$ cat config.mk
export PLATFORM = sky130hd
export DESIGN_NAME = trial_division_prime_test_top
export DESIGN_NICKNAME = d
export VERILOG_FILES = /design/src/tdp_pkg.sv /design/src/tdp_div.sv /design/src/trial_division_prime_test_top.sv
export SDC_FILE = /design/constraint.sdc
export NUM_CORES = 1
export LEC_CHECK = 0
export BUFFER_PORTS_ARGS = -buffer_cell sky130_fd_sc_hd__buf_2
export CAP_MARGIN = 40
export CORE_MARGIN = 2
export CORE_UTILIZATION = 55
export DETAILED_ROUTE_END_ITERATION = 7
export MAX_ROUTING_LAYER = met4
export PLACE_DENSITY = 0.83
export RECOVER_POWER = 25
export SLEW_MARGIN = 20
export SYNTH_ARGS = -nofsm -noshare
export SYNTH_HDL_FRONTEND = slang
export SYNTH_SLANG_ARGS = --single-unit
$ cat constraint.sdc
create_clock -name clk -period 10.91 [get_ports clk]
set_input_delay 3.273 -clock clk [delete_from_list [all_inputs] [get_ports clk]]
set_output_delay 3.273 -clock clk [all_outputs]
set_load 0.02 [all_outputs]
$ cat src/tdp_pkg.sv
// Shared types and constants for the trial-division prime test.
package tdp_pkg;

  // Candidate width and the width of its magnitude once the sign is known clear
  localparam int CAND_W  = 32;
  localparam int MAG_W   = CAND_W - 1;
  // Trial divisor reaches at most 46341, so 16 bits hold it
  localparam int TRIAL_W = 16;
  localparam int SQ_W    = 2 * TRIAL_W;
  // One restoring step per magnitude bit
  localparam int DIV_STEPS = MAG_W;
  localparam int DIV_CNT_W = $clog2(DIV_STEPS);
  // Output bus is the one-bit flag padded to a byte
  localparam int OUT_W = 8;

  localparam logic [TRIAL_W-1:0] TRIAL_START = TRIAL_W'(2);
  localparam logic [SQ_W-1:0]    SQ_START    = SQ_W'(4);
  localparam logic [MAG_W-1:0]   SMALLEST_PRIME = MAG_W'(2);

  typedef enum logic [1:0] {
    ST_IDLE,
    ST_CHECK,
    ST_DIV,
    ST_FINISH
  } state_t;

  // Request from the sequencer to the divider
  typedef struct packed {
    logic               start;
    logic [MAG_W-1:0]   dividend;
    logic [TRIAL_W-1:0] divisor;
  } div_req_t;

  // Status from the divider back to the sequencer
  typedef struct packed {
    logic busy;
    logic done;
    logic rem_zero;
  } div_rsp_t;

endpackage

$ cat src/tdp_div.sv
// Iterative restoring remainder unit, one quotient bit per cycle.
module tdp_div (
  input  logic            clk,
  input  logic            rst,
  input  tdp_pkg::div_req_t req,
  output tdp_pkg::div_rsp_t rsp
);
  import tdp_pkg::*;

  logic                 busy;
  logic                 done;
  logic [DIV_CNT_W-1:0] cnt;
  logic [MAG_W-1:0]     dvd;
  logic [TRIAL_W-1:0]   dsr;
  logic [TRIAL_W-1:0]   rem;

  logic [TRIAL_W:0]     rem_sh;
  logic [TRIAL_W:0]     diff;
  logic                 fits;

  // Shift in the next dividend bit and trial-subtract the divisor
  always_comb begin
    rem_sh = {rem, dvd[MAG_W-1]};
    diff   = rem_sh - {1'b0, dsr};
    fits   = rem_sh >= {1'b0, dsr};
  end

  // Control: count DIV_STEPS remainder steps after a start, then pulse done
  always_ff @(posedge clk) begin
    if (rst) begin
      busy <= 1'b0;
      done <= 1'b0;
      cnt  <= '0;
    end else begin
      done <= 1'b0;
      if (req.start && !busy) begin
        busy <= 1'b1;
        cnt  <= '0;
      end else if (busy) begin
        cnt <= cnt + DIV_CNT_W'(1);
        if (cnt == DIV_CNT_W'(DIV_STEPS - 1)) begin
          busy <= 1'b0;
          done <= 1'b1;
        end
      end
    end
  end

  // Datapath: load operands, then advance the partial remainder
  always_ff @(posedge clk) begin
    if (req.start && !busy) begin
      dvd <= req.dividend;
      dsr <= req.divisor;
      rem <= '0;
    end else if (busy) begin
      dvd <= {dvd[MAG_W-2:0], 1'b0};
      rem <= fits ? diff[TRIAL_W-1:0] : rem_sh[TRIAL_W-1:0];
    end
  end

  assign rsp.busy     = busy;
  assign rsp.done     = done;
  assign rsp.rem_zero = (rem == '0);

endmodule

$ cat src/trial_division_prime_test_top.sv
// Trial-division prime test: sequencer around a shared remainder unit.
// Candidates below 2 or negative go straight to the result; otherwise each
//   trial divisor takes a bound check, the remainder steps and a decision.
// Throughput: one candidate at a time; s_axis_tready is high only while idle.
// Reset (rst, synchronous, active high) returns to idle and drops any result.
module trial_division_prime_test_top (
  input  logic                        clk,
  input  logic                        rst,
  input  logic                        s_axis_tvalid,
  output logic                        s_axis_tready,
  input  logic [tdp_pkg::CAND_W-1:0]  s_axis_tdata,   // [31:0] candidate
  output logic                        m_axis_tvalid,
  input  logic                        m_axis_tready,
  output logic [tdp_pkg::OUT_W-1:0]   m_axis_tdata    // [0] prime_flag, [7:1] zero
);
  import tdp_pkg::*;

  state_t             state, state_next;
  logic [MAG_W-1:0]   n, n_next;
  logic [TRIAL_W-1:0] trial, trial_next;
  logic [SQ_W-1:0]    sq, sq_next;
  logic               result, result_next;
  logic               out_valid, out_valid_next;
  logic               out_flag, out_flag_next;

  div_req_t div_req;
  div_rsp_t div_rsp;

  tdp_div u_div (
    .clk (clk),
    .rst (rst),
    .req (div_req),
    .rsp (div_rsp)
  );

  // State and control registers
  always_ff @(posedge clk) begin
    if (rst) begin
      state     <= ST_IDLE;
      out_valid <= 1'b0;
    end else begin
      state     <= state_next;
      out_valid <= out_valid_next;
    end
  end

  // Payload registers
  always_ff @(posedge clk) begin
    n        <= n_next;
    trial    <= trial_next;
    sq       <= sq_next;
    result   <= result_next;
    out_flag <= out_flag_next;
  end

  // Sequencer: accept, bound check, remainder, advance divisor and square, finish
  always_comb begin
    state_next     = state;
    n_next         = n;
    trial_next     = trial;
    sq_next        = sq;
    result_next    = result;
    out_valid_next = out_valid;
    out_flag_next  = out_flag;
    s_axis_tready  = 1'b0;
    div_req.start    = 1'b0;
    div_req.dividend = n;
    div_req.divisor  = trial;

    // Drop the held result once it is taken
    if (out_valid && m_axis_tready) begin
      out_valid_next = 1'b0;
    end

    case (state)
      ST_IDLE: begin
        s_axis_tready = 1'b1;
        if (s_axis_tvalid) begin
          n_next     = s_axis_tdata[MAG_W-1:0];
          trial_next = TRIAL_START;
          sq_next    = SQ_START;
          if (s_axis_tdata[CAND_W-1] || s_axis_tdata[MAG_W-1:0] < SMALLEST_PRIME) begin
            result_next = 1'b0;
            state_next  = ST_FINISH;
          end else begin
            state_next = ST_CHECK;
          end
        end
      end
      ST_CHECK: begin
        if (sq > SQ_W'(n)) begin
          result_next = 1'b1;
          state_next  = ST_FINISH;
        end else begin
          div_req.start = 1'b1;
          state_next    = ST_DIV;
        end
      end
      ST_DIV: begin
        if (div_rsp.done) begin
          if (div_rsp.rem_zero) begin
            result_next = 1'b0;
            state_next  = ST_FINISH;
          end else begin
            // (t+1)^2 = t^2 + 2t + 1
            trial_next = trial + TRIAL_W'(1);
            sq_next    = sq + SQ_W'({trial, 1'b1});
            state_next = ST_CHECK;
          end
        end
      end
      ST_FINISH: begin
        // Hold until the output register is free
        if (!out_valid || m_axis_tready) begin
          out_valid_next = 1'b1;
          out_flag_next  = result;
          state_next     = ST_IDLE;
        end
      end
      default: begin
        state_next = ST_IDLE;
      end
    endcase
  end

  assign m_axis_tvalid = out_valid;
  assign m_axis_tdata  = {{(OUT_W-1){1'b0}}, out_flag};

  // Running square must track the divisor at every bound check
  a_square_tracks: assert property (@(posedge clk) disable iff (rst)
    state == ST_CHECK |-> sq == SQ_W'(trial) * SQ_W'(trial))
    else $error("divisor square out of step with divisor");

  // Divider completes only while the sequencer waits on it
  a_done_in_div: assert property (@(posedge clk) disable iff (rst)
    div_rsp.done |-> state == ST_DIV)
    else $error("remainder completed outside the divide state");

  // A start always finds the divider free and launches it
  a_start_launch: assert property (@(posedge clk) disable iff (rst)
    div_req.start |-> !div_rsp.busy ##1 div_rsp.busy)
    else $error("remainder start lost");

  // Never divide by less than two
  a_trial_floor: assert property (@(posedge clk) disable iff (rst)
    state == ST_DIV |-> trial >= TRIAL_START)
    else $error("trial divisor below two");

endmodule
* After elaboration in Yosys (flattened, before gate mapping)
Cells that the tools add are included.
Storage, ports and cells: logic and storage cells 84, output and inout bits 10, input bits 36, register bits after elaboration 154
Cells by class: muxes and demuxes 34, eq/ne operators 11, $add $sub $neg 4, bitwise logic cells 1, magnitude comparators 3, reduce and logical (&&, ||, !) cells 18
Operators by type and width (number):
- 2-to-1 mux 32 bit | 3
- 2-to-1 mux 16 bit | 4
- one-hot mux 32 bit (2 select lines) | 1
- 2-to-1 mux 31 bit | 2
- adder 32 x 17 -> 32 bit | 1
- > comparator 32 x 31 -> 1 bit | 1
- one-hot mux 16 bit (2 select lines) | 1
- less-than comparator 31 x 2 -> 1 bit, second input constant | 1
- greater-or-equal comparator 17 x 16 -> 1 bit | 1
- adder 16 x 1 -> 16 bit, second input constant | 1
- zero test 16 bit | 1
- 2-to-1 mux 1 bit | 16
- subtractor 16 bit | 1
- != test 2 bit, second input constant | 6
- 2-to-1 mux 2 bit | 5
- one-hot mux 2 bit (4 select lines) | 1
- AND reduction 6 bit | 1
- adder 5 x 1 -> 5 bit, second input constant | 1
- == test 5 bit, second input constant | 1
- == test 2 bit, second input constant | 2
- AND reduction 2 bit | 2
- AND reduction 4 bit | 1
- nonzero test 2 bit | 2
- one-hot mux 1 bit (3 select lines) | 1
- other kinds (11) | 14

* Longest topological paths before layout
depth after elaboration 5, depth in mapped cells 12, gate-level depth less buffers 10

* Modules after synthesis
A second synthesis with hierarchy kept.
Unflattened totals: cells, all modules 863, area total of the unflattened synthesis 9251.4 µm²
By module, submodules not included:
- trial_division_prime_test_top | sequential area each 2492.4 µm², area each 5437.7 µm², times used 1, cells an instance 524
- tdp_div | sequential area each 1871.8 µm², area each 3813.7 µm², times used 1, cells an instance 339

* Least setup slack after synthesis
OpenSTA, ideal clock, no wires.
path kind input port to flip-flop, from in s_axis_tvalid, to reg sq[0] (enable), arrival time 5.504 ns, path slack 4.953 ns, stages on the path 3, setup time 0.454 ns, required time 10.456 ns, path buffers 0, cells stage by stage nor2b_1 a31oi_1 nor2_1
Between the ends: longest elaborated chain between the ends 2
RTL lines:
- from (decl) | RTL line trial_division_prime_test_top.sv:9 | input logic s_axis_tvalid,
- != test 2 bit (no source line)
- AND reduction 4 bit (no source line)
- to (signal assigned) | RTL line trial_division_prime_test_top.sv:51 | sq <= sq_next;
- to (decl) | RTL line trial_division_prime_test_top.sv:21 | logic [SQ_W-1:0] sq, sq_next;
No other way between the ends. A chain may end at the register's enable or synchronous reset.

* Final worst setup path
from reg state[0], to out s_axis_tready
Between the ends: longest elaborated chain between the ends 2
RTL lines:
- from (decl) | RTL line trial_division_prime_test_top.sv:18 | state_t state, state_next;
- from (signal assigned) | RTL line trial_division_prime_test_top.sv:42 | state <= state_next;
- zero test 2 bit | RTL line trial_division_prime_test_top.sv:75 | case (state)
- 2-to-1 mux 1 bit | RTL line trial_division_prime_test_top.sv:75
- to (decl) | RTL line trial_division_prime_test_top.sv:10 | output logic s_axis_tready,
No other way between the ends.

==> impl_metrics.ini <==
[status]
status = complete, but fails checks
violations = capacitance limit, slew limit

[clock_network]
clk_pin_slew_worst_paths_ns = 0.07
htreeDepth = 4
root_buffer = clkbuf_16
ctsResizeCount = 0
clk_path_buf_depth = 2
numCtsBuffers = 17
hold_buffers = 0
clock_sinks = 154
postCtsSetupBuffers = 0
clk-insertion-delay-late_ns = 0.44
cts_tree = yes

[logic_synthesis]
synthMuxAreaShare_pct = 6.529
ys.flop_type = edfxtp_1
synth_top_family_by_area = simple AND/OR/NAND/NOR gates
synthArstFlopShare_pct = 0
synth_compound_area_share_pct = 12.00
ys_types = 72
ys_warn_count = 0
avgSynthCellArea_um2 = 10.89
synth.cell_area_um2 = 9238
synth-edff-count = 128
synth-seq-cells = 154
synthAdderAreaFrac_pct = 9.373
seq_area_frac_synth_pct = 47.24
synthXorXnorAreaFrac_pct = 3.413
synthSimpleGateAreaFrac_pct = 16.24
netlist_instances = 848

[cells_and_area]
fin_area_um2 = 10110
n_fill_cell = 1235
antenna_cells = 0
regArea_um2 = 4364
drive_above_1_share_pct = 13.23
area_delta_synth_final_pct = 9.427
nNetsFinal = 983
multi_input_area_um2 = 4419

[floorplan]
start_util_pct = 55.90
die_y_um = 133.6
die_width_um = 133.6
num_rows = 47
die_area_um2 = 17850
io_pins = 46
core_region_area_um2 = 16520

[job]
drv_cap = 1

[sta]
fin_skew_ns = 0.01064
period_share_pct = 42.47
finalSetupTns_ns = 0
fmax_ghz = 0.2158
final_hold_viol_count = 0
slew_headroom_pct = -40.89
slew_violations = 46
fin_crit_ns = 4.633
worst_pin_slew_ns = 2.113
setup_viol = 0
grt_setup_unrepaired = false

[global_routing]
grt_pass1_vias = 6461
grtUsageMet2_pct = 38.95
busiest_layer = met2
grt_pass1_wl_um = 32540
grtUsageMet1_pct = 29.30
grtUsageMet3_pct = 4.224
grt.overflow.total = 0
track_usage_pct = 23.87
grt_max_degree = 49
grt_antenna_before_repair = 0

[critical_path]
r2r-start = sq[26]
endpoint_kind = output pin
cp.required_ns = 7.64
crit_type = reg2out
crit_start = state[0]
start_kind = flop
arrival_ns = 1.36
crit_path_max_fanout = 13

[drt]
routed_via_density = 6.100
first_iter_violations = 459
wl_per_cell_um = 18.10
ant_nets = 0
num_vias = 6783
firstDrtPassIters = 5
finalWirelength_um = 20130
drc = 0

[worst_hold_path]
hold_class = reg2reg
hp-start = result

[pwr]
powerDensity_nw_per_um2 = 217.0
power_frac_comb_pct = 33.9
net-switching-power_w = 0.0008053
clock_power_share_pct = 26.3
switching_share_pct = 36.71
p_seq_share_pct = 39.7
intPower_w = 0.001388
ir_drop_v = 0.0001478
p_leak_nw = 3.912

[place]
place_congestion = 0.8750
dp_hpwl_um = 13950
io_buffers = 38
dpl-instance-area_um2 = 9562
==> placed cells by master, fill, tap and decap left out, types with 5 or more instances in the layout <==
master,count
xnor2_1,18
or4_1,5
o211ai_1,11
nor3b_1,5
conb_1,7
nand3_1,44
dfxtp_1,26
and3_1,9
a21o_1,8
edfxtp_1,128
nor2b_1,13
nor2_1,56
nand2_1,51
a21oi_1,39
clkbuf_16,17
o21ai_0,25
inv_1,63
a31oi_1,9
or3_1,6
nor3_1,19
buf_2,38
o2bb2ai_1,7
inv_8,5
mux2i_1,16
o31ai_1,8
nand2b_1,11
nor4_1,20
a211oi_1,6
o21a_1,8
mux2_4,28
nand4_1,17
ha_1,66
xor2_1,18
==> area by class of cell <==
cell class	instances	area share [%]
inverters	63	2.339
clock buffers	17	4.208
clock inverters	15	1.473
multi-input cells	598	43.72
flip-flops and latches	154	43.17
well taps	220	2.723
repair buffers	45	2.364
==> critical path: stages (launching register included) <==
cell and delay, ns:
dfxtp_1 0.62, nor2_1 0.12, buf_2 0.19
==> metal layers <==
| metal | vias to the layer above | share of wire [%] | routed length, um |
|---|---|---|---|
| li1 | 3237 | - | - |
| met1 | 3221 | 41 | 8300 |
| met2 | 270 | 49 | 9846 |
| met3 | 55 | 6.0 | 1198 |
| met4 | 0 | 3.9 | 781 |
| met5 | - | 0 | 0 |
==> power by group through the flow <==
| stage | registers [W] | logic (W) | clock network (W) |
|---|---|---|---|
| after floorplan | 0.000838 | 0.000591 | 0 |
| after global placement | 0.000875 | 0.000696 | 0 |
| after CTS | 0.000869 | 0.000741 | 0.000580 |
| after detailed placement | 0.000878 | 0.000728 | 0 |
| final | 0.000872 | 0.000744 | 0.000578 |
| after global routing | 0.000883 | 0.000820 | 0.000605 |
==> final timing paths <==
| check | cells past startpoint | slack (ns) | end |
|---|---|---|---|
| worst min-delay path | 0 | 0.43 | out_flag |
| worst min register to register | 0 | 0.43 | out_flag |
| worst max-delay path | 2 | 6.28 | s_axis_tready |
| worst max register to register | 7 | 6.71 | u_div.dvd[30] |
==> sequential cells by signal (all words and copies together) (netlist names) <==
register	cells
n	31
sq	32
state	2
m_axis_tvalid	1
trial	16
result	1
u_div.dvd	31
u_div.busy	1
out_flag	1
u_div.cnt	5
u_div.dsr	16
u_div.done	1
u_div.rem	16
==> logic make-up after synthesis <==
kind of cell             after synthesis
XOR/XNOR                              36
AND/OR/NAND/NOR                      280
AO/OA/AOI/OAI                        161
flip-flops                           154
adder cells (fa/ha/maj)               68
other                                  1
multiplexers                          46
buffers and inverters                102
==> synth_stat cells, drive strengths merged, types with 5 or more instances <==
master	count	share of area, %
nand3	44	2.4
buf	19	1.8
nand2	51	2.1
a211oi	6	0.49
nor3b	5	0.41
clkbuf	20	0.81
o211ai	11	0.89
nand4	17	1.2
a31oi	9	0.61
and3	9	0.61
nor4	21	1.6
xnor2	18	1.7
edfxtp	128	42
or3	6	0.41
nor3	20	1.2
a21o	8	0.65
nor2	57	2.3
nand2b	11	0.74
dfxtp	26	5.6
o21ai	26	1.4
o2bb2ai	7	0.66
o31ai	8	0.65
inv	63	2.6
o21a	9	0.81
a21oi	39	2.1
nor2b	13	0.88
xor2	18	1.7
or4	5	0.45
mux2	30	4.8
ha	66	8.9
mux2i	16	1.7
==> per-stage QoR <==
step / utilization [%] / power (W) / hold slack, ns / cells / setup slack (ns)
final: 61.17 / 0.002194 / 0.4289 / 1112 / 6.277
after CTS: 61.34 / 0.002191 / 0.4330 / 1112 / 6.280
after detailed placement: 57.86 / 0.001606 / 0.4173 / 1080 / 6.017
after floorplan: - / 0.001429 / 0.4003 / 854 / 4.953
after global routing: 61.17 / 0.002308 / 0.4414 / 1112 / 6.227
after global placement: 57.73 / 0.001572 / 0.4035 / 1078 / 6.155
Note: power is estimated with default switching activity, not from simulation.
